==> src/rtl/mst_pkg.sv <==
// ----------------------------------------------------------------------------
// mst_pkg
// Shared types, token codes and keyword table of the source tokenizer.
// ----------------------------------------------------------------------------
`default_nettype none

package mst_pkg;

  localparam int CHAR_W     = 8;
  localparam int TOKEN_W    = 6;
  localparam int VALUE_W    = 32;
  localparam int ERR_W      = 2;
  localparam int KW_NUM     = 32;
  localparam int KW_IDX_W   = 5;
  localparam int KW_MAX_LEN = 15;

  typedef enum logic [3:0] {
    MODE_IDLE,
    MODE_SLASH,
    MODE_COMMENT,
    MODE_NAME,
    MODE_DEC,
    MODE_HEX,
    MODE_LT,
    MODE_PLUS,
    MODE_MINUS,
    MODE_HALT
  } mode_e;

  typedef enum logic [ERR_W-1:0] {
    ERR_NONE,
    ERR_NAME,
    ERR_CHAR,
    ERR_COMMENT
  } err_e;

  localparam logic [TOKEN_W-1:0] TOK_DECVAL = 6'd32;
  localparam logic [TOKEN_W-1:0] TOK_HEXVAL = 6'd33;
  localparam logic [TOKEN_W-1:0] TOK_XFER   = 6'd34;
  localparam logic [TOKEN_W-1:0] TOK_INC    = 6'd35;
  localparam logic [TOKEN_W-1:0] TOK_PLUS   = 6'd36;
  localparam logic [TOKEN_W-1:0] TOK_DECR   = 6'd37;
  localparam logic [TOKEN_W-1:0] TOK_MINUS  = 6'd38;
  localparam logic [TOKEN_W-1:0] TOK_AND    = 6'd39;
  localparam logic [TOKEN_W-1:0] TOK_OR     = 6'd40;
  localparam logic [TOKEN_W-1:0] TOK_XOR    = 6'd41;
  localparam logic [TOKEN_W-1:0] TOK_LPAREN = 6'd42;
  localparam logic [TOKEN_W-1:0] TOK_RPAREN = 6'd43;
  localparam logic [TOKEN_W-1:0] TOK_SEMI   = 6'd44;
  localparam logic [TOKEN_W-1:0] TOK_COMMA  = 6'd45;
  localparam logic [TOKEN_W-1:0] TOK_BANG   = 6'd46;
  localparam logic [TOKEN_W-1:0] TOK_STAR   = 6'd47;
  localparam logic [TOKEN_W-1:0] TOK_END    = 6'd48;
  localparam logic [TOKEN_W-1:0] TOK_ERROR  = 6'd49;

  // keyword text, right-aligned
  localparam logic [KW_MAX_LEN*CHAR_W-1:0] KW_TEXT [KW_NUM] = '{
    "OP", "ENDOP", "A", "X", "Y", "MDR", "PC", "PPC", "DP", "SP", "USP",
    "MAR", "IR", "MSW", "IPTR", "SHR", "HI", "LO", "C", "Z", "N", "V",
    {"SETFLAGS_", "WORD"}, {"SETFLAGS_", "HIBYTE"}, {"SETFLAGS_", "LOBYTE"}, "MEM",
    "LATCH_I", "LATCH_S", "FETCH", "CODE", "DATA", "SUPERVISOR"
  };

  localparam logic [3:0] KW_LEN [KW_NUM] = '{
    4'd2, 4'd5, 4'd1, 4'd1, 4'd1, 4'd3, 4'd2, 4'd3, 4'd2, 4'd2, 4'd3,
    4'd3, 4'd2, 4'd3, 4'd4, 4'd3, 4'd2, 4'd2, 4'd1, 4'd1, 4'd1, 4'd1,
    4'd13, 4'd15, 4'd15, 4'd3,
    4'd7, 4'd7, 4'd5, 4'd4, 4'd4, 4'd10
  };

  function automatic logic [CHAR_W-1:0] kw_byte(int idx, int pos);
    logic [CHAR_W-1:0] b;
    b = '0;
    if (pos < int'(KW_LEN[idx])) begin
      b = KW_TEXT[idx][CHAR_W*(int'(KW_LEN[idx]) - 1 - pos) +: CHAR_W];
    end
    return b;
  endfunction

endpackage

`default_nettype wire

==> src/rtl/mst_if.sv <==
// ----------------------------------------------------------------------------
// mst_if
// Valid/ready channels of the source tokenizer: byte in, token out.
// ----------------------------------------------------------------------------
`default_nettype none

interface mst_in_if;
  import mst_pkg::*;

  logic              valid;
  logic              ready;
  logic [CHAR_W-1:0] char_in;
  logic              at_end;

  modport source (output valid, char_in, at_end, input ready);
  modport sink   (input valid, char_in, at_end, output ready);
endinterface

interface mst_out_if #(
  parameter int LINE_BITS   = 16,
  parameter int COLUMN_BITS = 12
);
  import mst_pkg::*;

  logic                   valid;
  logic                   ready;
  logic [TOKEN_W-1:0]     token_code;
  logic [VALUE_W-1:0]     number_value;
  logic [LINE_BITS-1:0]   line_number;
  logic [COLUMN_BITS-1:0] column_number;
  logic [ERR_W-1:0]       error_kind;
  logic                   last_of_run;

  modport source (output valid, token_code, number_value, line_number, column_number,
                  error_kind, last_of_run, input ready);
  modport sink   (input valid, token_code, number_value, line_number, column_number,
                  error_kind, last_of_run, output ready);
endinterface

`default_nettype wire

==> src/rtl/microcode_source_tokenizer.sv <==
// ----------------------------------------------------------------------------
// microcode_source_tokenizer
// Streaming tokenizer: one source byte per beat in, tokens out.
// ----------------------------------------------------------------------------
// Takes one byte (or end marker) per clock. The scanner state is updated in
// the same cycle and the finished tokens go into a four-entry result queue,
// so a byte is accepted whenever the queue has two free slots. A byte that
// completes two tokens fills two queue slots at once; with a ready sink
// and single-token bytes the sustained rate is one byte per cycle. After an
// ERROR token no further tokens are produced until reset.
`default_nettype none

module microcode_source_tokenizer #(
  parameter int MAX_NAME_LEN = 15,
  parameter int LINE_BITS    = 16,
  parameter int COLUMN_BITS  = 12
) (
  input  logic       clk_i,
  input  logic       rst_ni,
  mst_in_if.sink     in_i,
  mst_out_if.source  out_o
);
  import mst_pkg::*;

  localparam int RES_W = TOKEN_W + VALUE_W + LINE_BITS + COLUMN_BITS + ERR_W + 1;

  logic             fire;
  logic             room;
  logic [1:0]       n_res;
  logic [RES_W-1:0] res0, res1, head;

  assign in_i.ready = room;
  assign fire       = in_i.valid && room;

  mst_scan #(
    .MAX_NAME_LEN (MAX_NAME_LEN),
    .LINE_BITS    (LINE_BITS),
    .COLUMN_BITS  (COLUMN_BITS)
  ) u_scan (
    .clk_i    (clk_i),
    .rst_ni   (rst_ni),
    .fire_i   (fire),
    .char_i   (in_i.char_in),
    .at_end_i (in_i.at_end),
    .n_res_o  (n_res),
    .res0_o   (res0),
    .res1_o   (res1)
  );

  mst_res_fifo #(
    .WIDTH (RES_W)
  ) u_fifo (
    .clk_i    (clk_i),
    .rst_ni   (rst_ni),
    .push_n_i (n_res),
    .push0_i  (res0),
    .push1_i  (res1),
    .room_o   (room),
    .pop_i    (out_o.ready),
    .valid_o  (out_o.valid),
    .data_o   (head)
  );

  assign {out_o.token_code, out_o.number_value, out_o.line_number, out_o.column_number,
          out_o.error_kind, out_o.last_of_run} = head;

  assert property (@(posedge clk_i) disable iff (!rst_ni)
    out_o.valid |-> (out_o.line_number != '0 && out_o.column_number != '0))
    else $error("token with zero line or column");

  assert property (@(posedge clk_i) disable iff (!rst_ni)
    (out_o.valid && out_o.token_code == TOK_ERROR) |-> out_o.last_of_run)
    else $error("error token not last of its run");

  assert property (@(posedge clk_i) disable iff (!rst_ni)
    out_o.valid |-> ((out_o.token_code == TOK_ERROR) == (out_o.error_kind != ERR_NONE)))
    else $error("error kind does not match token code");

endmodule

`default_nettype wire

==> src/rtl/mst_kw_match.sv <==
// ----------------------------------------------------------------------------
// mst_kw_match
// Compares the collected name against the keyword table in parallel.
// ----------------------------------------------------------------------------
`default_nettype none

module mst_kw_match #(
  parameter int MAX_NAME_LEN = 15,
  parameter int LEN_W        = $clog2(MAX_NAME_LEN + 1)
) (
  input  logic [mst_pkg::CHAR_W-1:0]   name_i [MAX_NAME_LEN],
  input  logic [LEN_W-1:0]             len_i,
  input  logic                         long_i,
  output logic                         hit_o,
  output logic [mst_pkg::KW_IDX_W-1:0] code_o
);
  import mst_pkg::*;

  localparam int CMP_LEN = (MAX_NAME_LEN < KW_MAX_LEN) ? MAX_NAME_LEN : KW_MAX_LEN;

  always_comb begin
    logic eq;
    hit_o  = 1'b0;
    code_o = '0;
    for (int i = 0; i < KW_NUM; i++) begin
      eq = !long_i && (int'(len_i) == int'(KW_LEN[i]));
      for (int j = 0; j < CMP_LEN; j++) begin
        if (j < int'(KW_LEN[i]) && name_i[j] != kw_byte(i, j)) begin
          eq = 1'b0;
        end
      end
      if (eq) begin
        hit_o  = 1'b1;
        code_o = KW_IDX_W'(i);
      end
    end
  end

endmodule

`default_nettype wire

==> src/rtl/mst_scan.sv <==
// ----------------------------------------------------------------------------
// mst_scan
// Scanner state and per-byte next-state logic; yields up to two tokens a beat.
// ----------------------------------------------------------------------------
`default_nettype none

module mst_scan #(
  parameter int MAX_NAME_LEN = 15,
  parameter int LINE_BITS    = 16,
  parameter int COLUMN_BITS  = 12,
  parameter int RES_W        = mst_pkg::TOKEN_W + mst_pkg::VALUE_W + LINE_BITS
                               + COLUMN_BITS + mst_pkg::ERR_W + 1
) (
  input  logic                       clk_i,
  input  logic                       rst_ni,
  input  logic                       fire_i,
  input  logic [mst_pkg::CHAR_W-1:0] char_i,
  input  logic                       at_end_i,
  output logic [1:0]                 n_res_o,
  output logic [RES_W-1:0]           res0_o,
  output logic [RES_W-1:0]           res1_o
);
  import mst_pkg::*;

  localparam int LEN_W = $clog2(MAX_NAME_LEN + 1);
  localparam logic [COLUMN_BITS-1:0] COL_MAX  = '1;
  localparam logic [LINE_BITS-1:0]   LINE_MAX = '1;

  mode_e                  mode_q, mode_d;
  logic [CHAR_W-1:0]      name_q [MAX_NAME_LEN];
  logic [LEN_W-1:0]       len_q, len_d;
  logic                   long_q, long_d;
  logic [VALUE_W-1:0]     lit_q, lit_d;
  logic                   hexseen_q, hexseen_d;
  logic [LINE_BITS-1:0]   line_q, line_d;
  logic [COLUMN_BITS-1:0] colcnt_q, colcnt_d;
  logic [COLUMN_BITS-1:0] tokcol_q, tokcol_d;

  logic                   nm_we;
  logic [LEN_W-1:0]       nm_pos;
  logic [CHAR_W-1:0]      ch_up;
  logic                   kw_hit;
  logic [KW_IDX_W-1:0]    kw_code;

  logic                   is_alpha, is_digit, is_space, is_hex;
  logic [3:0]             hex_val;
  logic [COLUMN_BITS-1:0] col_inc;
  logic [LINE_BITS-1:0]   line_inc;

  logic                   to_idle;
  logic                   p_emit, s_emit;
  logic [TOKEN_W-1:0]     p_code, s_code;
  logic [COLUMN_BITS-1:0] p_col, s_col;
  err_e                   p_ek, s_ek;

  mst_kw_match #(
    .MAX_NAME_LEN (MAX_NAME_LEN)
  ) u_kw (
    .name_i (name_q),
    .len_i  (len_q),
    .long_i (long_q),
    .hit_o  (kw_hit),
    .code_o (kw_code)
  );

  assign is_alpha = (char_i >= "A" && char_i <= "Z") || (char_i >= "a" && char_i <= "z");
  assign is_digit = char_i >= "0" && char_i <= "9";
  assign is_space = char_i == " " || (char_i >= "\t" && char_i <= "\r");
  assign is_hex   = is_digit || (char_i >= "a" && char_i <= "f")
                    || (char_i >= "A" && char_i <= "F");
  assign hex_val  = is_digit ? char_i[3:0] : char_i[3:0] + 4'd9;
  assign ch_up    = (char_i >= "a" && char_i <= "z") ? char_i - CHAR_W'(32) : char_i;
  assign col_inc  = (colcnt_q == COL_MAX) ? colcnt_q : colcnt_q + COLUMN_BITS'(1);
  assign line_inc = (line_q == LINE_MAX) ? line_q : line_q + LINE_BITS'(1);

  always_comb begin
    mode_d    = mode_q;
    len_d     = len_q;
    long_d    = long_q;
    lit_d     = lit_q;
    hexseen_d = hexseen_q;
    line_d    = line_q;
    colcnt_d  = colcnt_q;
    tokcol_d  = tokcol_q;
    nm_we     = 1'b0;
    nm_pos    = len_q;
    to_idle   = 1'b0;
    p_emit    = 1'b0;
    p_code    = TOK_END;
    p_col     = tokcol_q;
    p_ek      = ERR_NONE;
    s_emit    = 1'b0;
    s_code    = TOK_END;
    s_col     = col_inc;
    s_ek      = ERR_NONE;

    if (mode_q != MODE_HALT && !at_end_i) begin
      colcnt_d = col_inc;
    end

    unique case (mode_q)
      MODE_HALT: begin
      end
      MODE_SLASH: begin
        if (!at_end_i && char_i == "/") begin
          mode_d = MODE_COMMENT;
        end else begin
          p_emit = 1'b1;
          p_code = TOK_ERROR;
          p_ek   = ERR_COMMENT;
          mode_d = MODE_HALT;
        end
      end
      MODE_COMMENT: begin
        if (at_end_i) begin
          p_emit = 1'b1;
          p_code = TOK_END;
          p_col  = col_inc;
        end else if (char_i == "\n") begin
          line_d   = line_inc;
          colcnt_d = '0;
          mode_d   = MODE_IDLE;
        end
      end
      MODE_LT: begin
        p_emit = 1'b1;
        if (!at_end_i && char_i == "-") begin
          p_code = TOK_XFER;
          mode_d = MODE_IDLE;
        end else begin
          p_code = TOK_ERROR;
          p_ek   = ERR_CHAR;
          mode_d = MODE_HALT;
        end
      end
      MODE_PLUS: begin
        p_emit = 1'b1;
        if (!at_end_i && char_i == "+") begin
          p_code = TOK_INC;
          mode_d = MODE_IDLE;
        end else begin
          p_code  = TOK_PLUS;
          to_idle = 1'b1;
        end
      end
      MODE_MINUS: begin
        p_emit = 1'b1;
        if (!at_end_i && char_i == "-") begin
          p_code = TOK_DECR;
          mode_d = MODE_IDLE;
        end else begin
          p_code  = TOK_MINUS;
          to_idle = 1'b1;
        end
      end
      MODE_NAME: begin
        if (!at_end_i && (is_alpha || char_i == "_")) begin
          if (int'(len_q) < MAX_NAME_LEN) begin
            nm_we = 1'b1;
            len_d = len_q + LEN_W'(1);
          end else begin
            long_d = 1'b1;
          end
        end else begin
          p_emit = 1'b1;
          if (kw_hit) begin
            p_code  = TOKEN_W'(kw_code);
            to_idle = 1'b1;
          end else begin
            p_code = TOK_ERROR;
            p_ek   = ERR_NAME;
            mode_d = MODE_HALT;
          end
        end
      end
      MODE_DEC: begin
        if (!at_end_i && is_digit) begin
          lit_d = (lit_q << 3) + (lit_q << 1) + {(VALUE_W-4)'(0), char_i[3:0]};
        end else begin
          p_emit  = 1'b1;
          p_code  = TOK_DECVAL;
          to_idle = 1'b1;
        end
      end
      MODE_HEX: begin
        if (!at_end_i && is_hex) begin
          lit_d     = hexseen_q ? {lit_q[VALUE_W-5:0], hex_val}
                                : {(VALUE_W-4)'(0), hex_val};
          hexseen_d = 1'b1;
        end else begin
          p_emit  = 1'b1;
          p_code  = TOK_HEXVAL;
          to_idle = 1'b1;
        end
      end
      default: begin
        to_idle = 1'b1;
      end
    endcase

    if (to_idle) begin
      mode_d = MODE_IDLE;
      if (at_end_i) begin
        s_emit = 1'b1;
        s_code = TOK_END;
      end else begin
        tokcol_d = col_inc;
        s_col    = col_inc;
        if (char_i == "\n") begin
          line_d   = line_inc;
          colcnt_d = '0;
        end else if (is_space) begin
        end else if (char_i == "/") begin
          mode_d = MODE_SLASH;
        end else if (is_alpha) begin
          nm_we  = 1'b1;
          nm_pos = '0;
          len_d  = LEN_W'(1);
          long_d = 1'b0;
          mode_d = MODE_NAME;
        end else if (is_digit) begin
          lit_d  = {(VALUE_W-4)'(0), char_i[3:0]};
          mode_d = MODE_DEC;
        end else if (char_i == "$") begin
          hexseen_d = 1'b0;
          mode_d    = MODE_HEX;
        end else if (char_i == "<") begin
          mode_d = MODE_LT;
        end else if (char_i == "+") begin
          mode_d = MODE_PLUS;
        end else if (char_i == "-") begin
          mode_d = MODE_MINUS;
        end else begin
          s_emit = 1'b1;
          case (char_i)
            "&":     s_code = TOK_AND;
            "|":     s_code = TOK_OR;
            "^":     s_code = TOK_XOR;
            "(":     s_code = TOK_LPAREN;
            ")":     s_code = TOK_RPAREN;
            ";":     s_code = TOK_SEMI;
            ",":     s_code = TOK_COMMA;
            "!":     s_code = TOK_BANG;
            "*":     s_code = TOK_STAR;
            default: begin
              s_code = TOK_ERROR;
              s_ek   = ERR_CHAR;
              mode_d = MODE_HALT;
            end
          endcase
        end
      end
    end
  end

  always_comb begin
    n_res_o = '0;
    res0_o  = {s_code, lit_q, line_q, s_col, s_ek, 1'b1};
    res1_o  = {s_code, lit_q, line_q, s_col, s_ek, 1'b1};
    if (p_emit) begin
      res0_o = {p_code, lit_q, line_q, p_col, p_ek, !s_emit};
    end
    if (fire_i) begin
      n_res_o = 2'(p_emit) + 2'(s_emit);
    end
  end

  always_ff @(posedge clk_i or negedge rst_ni) begin
    if (!rst_ni) begin
      mode_q    <= MODE_IDLE;
      len_q     <= '0;
      long_q    <= 1'b0;
      lit_q     <= '0;
      hexseen_q <= 1'b0;
      line_q    <= LINE_BITS'(1);
      colcnt_q  <= '0;
      tokcol_q  <= '0;
    end else if (fire_i) begin
      mode_q    <= mode_d;
      len_q     <= len_d;
      long_q    <= long_d;
      lit_q     <= lit_d;
      hexseen_q <= hexseen_d;
      line_q    <= line_d;
      colcnt_q  <= colcnt_d;
      tokcol_q  <= tokcol_d;
    end
  end

  always_ff @(posedge clk_i) begin
    for (int k = 0; k < MAX_NAME_LEN; k++) begin
      if (fire_i && nm_we && nm_pos == LEN_W'(k)) begin
        name_q[k] <= ch_up;
      end
    end
  end

endmodule

`default_nettype wire

==> src/rtl/mst_res_fifo.sv <==
// ----------------------------------------------------------------------------
// mst_res_fifo
// Four-entry token queue; takes up to two tokens a beat, gives one.
// ----------------------------------------------------------------------------
`default_nettype none

module mst_res_fifo #(
  parameter int WIDTH = 1
) (
  input  logic             clk_i,
  input  logic             rst_ni,
  input  logic [1:0]       push_n_i,
  input  logic [WIDTH-1:0] push0_i,
  input  logic [WIDTH-1:0] push1_i,
  output logic             room_o,
  input  logic             pop_i,
  output logic             valid_o,
  output logic [WIDTH-1:0] data_o
);

  localparam int DEPTH = 4;
  localparam int PTR_W = $clog2(DEPTH);
  localparam int CNT_W = $clog2(DEPTH + 1);

  logic [WIDTH-1:0] mem_q [DEPTH];
  logic [PTR_W-1:0] wr_q, rd_q, wr_nx;
  logic [CNT_W-1:0] cnt_q;
  logic             pop_fire;

  assign room_o   = cnt_q <= CNT_W'(DEPTH - 2);
  assign valid_o  = cnt_q != '0;
  assign data_o   = mem_q[rd_q];
  assign pop_fire = pop_i && valid_o;
  assign wr_nx    = wr_q + PTR_W'(1);

  always_ff @(posedge clk_i or negedge rst_ni) begin
    if (!rst_ni) begin
      wr_q  <= '0;
      rd_q  <= '0;
      cnt_q <= '0;
    end else begin
      wr_q  <= wr_q + PTR_W'(push_n_i);
      rd_q  <= rd_q + PTR_W'(pop_fire);
      cnt_q <= cnt_q + CNT_W'(push_n_i) - CNT_W'(pop_fire);
    end
  end

  always_ff @(posedge clk_i) begin
    if (push_n_i != 2'd0) begin
      mem_q[wr_q] <= push0_i;
    end
    if (push_n_i == 2'd2) begin
      mem_q[wr_nx] <= push1_i;
    end
  end

endmodule

`default_nettype wire

==> src/flat_wrapper.sv <==
// flat-port wrapper written by rule: the top's interface ports become plain ports
module microcode_source_tokenizer_flat import mst_pkg::*;
#(
  parameter int MAX_NAME_LEN = 15,
  parameter int LINE_BITS    = 16,
  parameter int COLUMN_BITS  = 12
)
  (clk_i, rst_ni, in_i_valid, in_i_char_in, in_i_at_end, in_i_ready, out_o_valid, out_o_token_code, out_o_number_value, out_o_line_number, out_o_column_number, out_o_error_kind, out_o_last_of_run, out_o_ready);
  mst_in_if in_i_i ();
  mst_out_if #(.LINE_BITS(LINE_BITS), .COLUMN_BITS(COLUMN_BITS)) out_o_i ();
  input  logic clk_i;
  input  logic rst_ni;
  input wire logic [$bits(in_i_i.valid)-1:0] in_i_valid;
  input wire logic [$bits(in_i_i.char_in)-1:0] in_i_char_in;
  input wire logic [$bits(in_i_i.at_end)-1:0] in_i_at_end;
  output wire logic [$bits(in_i_i.ready)-1:0] in_i_ready;
  output wire logic [$bits(out_o_i.valid)-1:0] out_o_valid;
  output wire logic [$bits(out_o_i.token_code)-1:0] out_o_token_code;
  output wire logic [$bits(out_o_i.number_value)-1:0] out_o_number_value;
  output wire logic [$bits(out_o_i.line_number)-1:0] out_o_line_number;
  output wire logic [$bits(out_o_i.column_number)-1:0] out_o_column_number;
  output wire logic [$bits(out_o_i.error_kind)-1:0] out_o_error_kind;
  output wire logic [$bits(out_o_i.last_of_run)-1:0] out_o_last_of_run;
  input wire logic [$bits(out_o_i.ready)-1:0] out_o_ready;
  assign in_i_i.valid = in_i_valid;
  assign in_i_i.char_in = in_i_char_in;
  assign in_i_i.at_end = in_i_at_end;
  assign in_i_ready = in_i_i.ready;
  assign out_o_valid = out_o_i.valid;
  assign out_o_token_code = out_o_i.token_code;
  assign out_o_number_value = out_o_i.number_value;
  assign out_o_line_number = out_o_i.line_number;
  assign out_o_column_number = out_o_i.column_number;
  assign out_o_error_kind = out_o_i.error_kind;
  assign out_o_last_of_run = out_o_i.last_of_run;
  assign out_o_i.ready = out_o_ready;
  microcode_source_tokenizer #(.MAX_NAME_LEN(MAX_NAME_LEN), .LINE_BITS(LINE_BITS), .COLUMN_BITS(COLUMN_BITS)) u_core (.clk_i(clk_i), .rst_ni(rst_ni), .in_i(in_i_i), .out_o(out_o_i));
endmodule
==> config.mk <==
export PLATFORM = sky130hd
export DESIGN_NAME = microcode_source_tokenizer_flat
export DESIGN_NICKNAME = d
export VERILOG_FILES = /design/src/rtl/mst_pkg.sv /design/src/rtl/mst_if.sv /design/src/rtl/microcode_source_tokenizer.sv /design/src/rtl/mst_kw_match.sv /design/src/rtl/mst_scan.sv /design/src/rtl/mst_res_fifo.sv /design/src/flat_wrapper.sv
export SDC_FILE = /design/constraint.sdc
export NUM_CORES = 1
export LEC_CHECK = 0
export BUFFER_PORTS_ARGS = -buffer_cell sky130_fd_sc_hd__buf_2
export CAP_MARGIN = 20
export CORE_MARGIN = 2
export CORE_UTILIZATION = 60
export DETAILED_ROUTE_END_ITERATION = 10
export PLACE_DENSITY = 0.77
export SLEW_MARGIN = 20
export SYNTH_ARGS = -nofsm -noshare
export SYNTH_HDL_FRONTEND = slang
export SYNTH_SLANG_ARGS = --single-unit
export TNS_END_PERCENT = 10
==> constraint.sdc <==
create_clock -name clk_i -period 6.9 [get_ports clk_i]
set_input_delay 0.345 -clock clk_i [delete_from_list [all_inputs] [get_ports clk_i]]
set_output_delay 0.345 -clock clk_i [all_outputs]
set_load 0.005 [all_outputs]
==> flow_metrics.tcl <==
set metrics [dict create \
    status "completed" \
    hold_path_class "input pin to flip-flop" \
    start_util_pct 60.4 \
    drt.antenna.violating_nets 0 \
    nets 2227 \
    nFillCells 3028 \
    fin_crit_sh_pct 80.7 \
    synth_area_um2 25200 \
    synth_seq_cells 485 \
    gr-total-overflow 0 \
    cts.reportedPaths.clkPinSlew_ns 0.06 \
    rsz0062_at_grt "no" \
    die_h_um 209 \
    dpl.hpwl_um 43000 \
    drc 0 \
    ios 84 \
    crit_path_start_kind "flip-flop" \
    drt_iter0_markers 1766 \
    p_switching_w 0.00254 \
    path_max_fanout 53 \
    avgSynthCellArea_um2 12.2 \
    cts-buffers-inserted 48 \
    clock-sinks 485 \
    drv_slew 0 \
    maxCapViolations 0 \
    syn_inst 2065 \
    final_area_um2 27800 \
    ctsResizeCount 0 \
    max_freq_mhz 180 \
    cp.arrival_ns 5.89 \
    die_area_um2 43700 \
    cts_hold_buf 1 \
    p_comb_share_pct 24.4 \
    syn-num-nets 2161 \
    finalClockSkew_ns 0.0246 \
    ys_seq_area_share_pct 55.5 \
    reg2reg_from "u_core.u_scan.len_q[0]" \
    grt_max_degree 63 \
    cts_tree "done" \
    layout-drive-gt1-share_pct 14.1 \
    reg2reg_to "u_core.u_fifo.mem_q[0][49]" \
    mostFrequentLayoutCells "edfxtp_1, and2_1, nand2_1" \
    p_per_area_nw_per_um2 304 \
    r2r_slack_ns 1.33 \
    final_hold_viol_count 0 \
    core_area_um2 41800 \
    grt_pass1_wl_um 99500 \
    max-slew-margin-rel_pct 28.1 \
    routed_wl_um 63100 \
    layout_commonest_cell "edfxtp_1" \
    r2r_cells 16 \
    post_dp_cell_area_um2 26300 \
    internal_power_w 0.00593 \
    leakage_nw 9.76 \
    multi_input_area_um2 10700 \
    setup_violations 0 \
    worstSetupStartpoint "u_core.u_scan.len_q[0]" \
    cp-end-kind "flip-flop" \
    place.port_buffers 83 \
    via_count 17800 \
    seq_area_um2 14000 \
    fp.dieW_um 209 \
    avgRoutedWirePerCell_um 23.3 \
    via_per_inst 6.56 \
    clk_latency_ns 0.59 \
    required_ns 7.22 \
    syn2layout_area_growth_pct 10.4 \
    grt_antenna_before_repair 2 \
    endpoint "u_core.u_fifo.mem_q[0][49]" \
    gp_congestion 1.00 \
    switching_share_pct 30.0 \
    rows 75 \
    clk_path_buf_depth 3 \
    synth_edf_count 384 \
    htreeDepth 2 \
    postCtsSetupBuffers 0 \
    fin_crit_ns 5.57 \
    tns_ns 0 \
    yosysWarnings 0 \
    synthArstFlopShare_pct 18.4 \
    seqPwrFrac_pct 45.9 \
    irDropWorstVdd_uv 253 \
    grt_pass1_vias 17800 \
    track_usage_pct 29.3 \
    power_frac_clock_pct 29.7 \
    tightest_slew_ns 1.08 \
    synthDistinctLibCells 85 \
    synth_ff_type "edfxtp_1" \
    root_buffer "clkbuf_16" \
    firstDrtPassIters 9 \
    path_class "flip-flop to flip-flop" \
]
==> per-stage QoR <==
step | hold slack [ns] | worst slack, ns | util [%] | std cells | total power [W]
global placement | 0.384 | 1.63 | 63.0 | 2618 | 0.00593
finish | 0.153 | 1.33 | 66.7 | 2711 | 0.00847
CTS | 0.140 | 1.58 | 66.6 | 2708 | 0.00851
detailed placement | 0.381 | 1.47 | 63.0 | 2618 | 0.00600
floorplan | 0.0494 | 0.930 | - | 2065 | 0.00523
global route | 0.162 | 0.982 | 66.7 | 2711 | 0.00883
==> power by group through the flow <==
stage,clock [W],combinational (W),sequential (W)
2_1_floorplan,0,0.00144,0.00379
3_3_place_gp,0,0.00202,0.00391
3_5_place_dp,0,0.00205,0.00395
4_1_cts,0.00256,0.00207,0.00389
5_1_grt,0.00266,0.00223,0.00394
6_report,0.00251,0.00207,0.00389
==> worst max-delay path, cell delays in order (launching register included) <==
cell       delay (ns)
dfrtp_1          0.45
inv_1            0.20
ha_1             0.17
nor4bb_1         0.58
nand4_1          0.25
nor4_1           0.51
a41oi_1          0.11
o2111ai_1        0.30
o31ai_4          0.22
and2_4           0.26
nor2_1           0.16
ha_1             0.31
o21ai_1          0.39
nand2b_1         0.49
nand2_4          0.35
buf_12           0.29
and2_1           0.20
==> state kept, by name (all words and copies together), names as in the netlist <==
signal	count
u_core.u_scan.tokcol_q	12
u_core.u_scan.colcnt_q	12
u_core.u_scan.name_q	120
u_core.u_scan.hexseen_q	1
u_core.u_fifo.mem_q	276
u_core.u_fifo.wr_q	2
u_core.u_scan.line_q	16
u_core.u_scan.len_q	4
u_core.u_scan.long_q	1
u_core.u_fifo.cnt_q	3
u_core.u_fifo.rd_q	2
u_core.u_scan.lit_q	32
u_core.u_scan.mode_q	4
==> Yosys cell counts (35+ instances only) <==
| cell type | n | share of area (%) |
|---|---|---|
| inv_1 | 36 | 0.54 |
| nor2_1 | 116 | 1.7 |
| nor4_1 | 35 | 0.87 |
| a22o_1 | 48 | 1.7 |
| mux4_2 | 69 | 6.2 |
| and2_1 | 208 | 5.2 |
| o21ai_0 | 61 | 1.2 |
| nand2_1 | 127 | 1.9 |
| and3_1 | 35 | 0.87 |
| nand3_1 | 65 | 1.3 |
| edfxtp_1 | 384 | 46 |
| nand4_1 | 48 | 1.2 |
| a21oi_1 | 70 | 1.4 |
| ha_1 | 80 | 4.0 |
| dfrtp_1 | 88 | 8.7 |
| clkbuf_1 | 82 | 1.2 |
| nor3_1 | 45 | 0.89 |
==> layer usage <==
metal	GRT usage, %	part of all wire [%]
met5	0	0
met4	10.3	2.7
met3	4.43	6.9
met2	48.7	49
met1	39.7	41
==> logic make-up after synthesis <==
| family | after synthesis | synth area share (%) |
|---|---|---|
| fa+ha+maj | 83 | 4.21 |
| buf+inv | 142 | 2.21 |
| simple gates | 845 | 19.1 |
| xor+xnor | 52 | 1.81 |
| compound gates | 363 | 9.98 |
| flops | 485 | 55.5 |
| mux | 95 | 7.24 |
==> final cells by class <==
cell class	count	share of cell area, %
Antenna cell	2	0.0180
Clock buffer	69	4.85
Clock inverter	20	0.602
Inverter	36	0.485
Multi-Input combinational cell	1438	38.5
Sequential cell	485	50.3
Tap cell	539	2.42
Timing Repair Buffer	122	2.83
==> how the worst min path moves through the flow <==
stage / from / end / slack, ns / cells after the start
after floorplan: rst_ni / u_core.u_fifo.cnt_q[0] / 0.05 / 0
after global placement: rst_ni / u_core.u_scan.line_q[10] / 0.38 / 1
after detailed placement: rst_ni / u_core.u_scan.line_q[10] / 0.38 / 1
after CTS: out_o_ready / u_core.u_fifo.rd_q[0] / 0.14 / 3
after global routing: out_o_ready / u_core.u_fifo.rd_q[0] / 0.16 / 3
final: out_o_ready / u_core.u_fifo.rd_q[0] / 0.15 / 3
(Power assumes the default switching activity.)
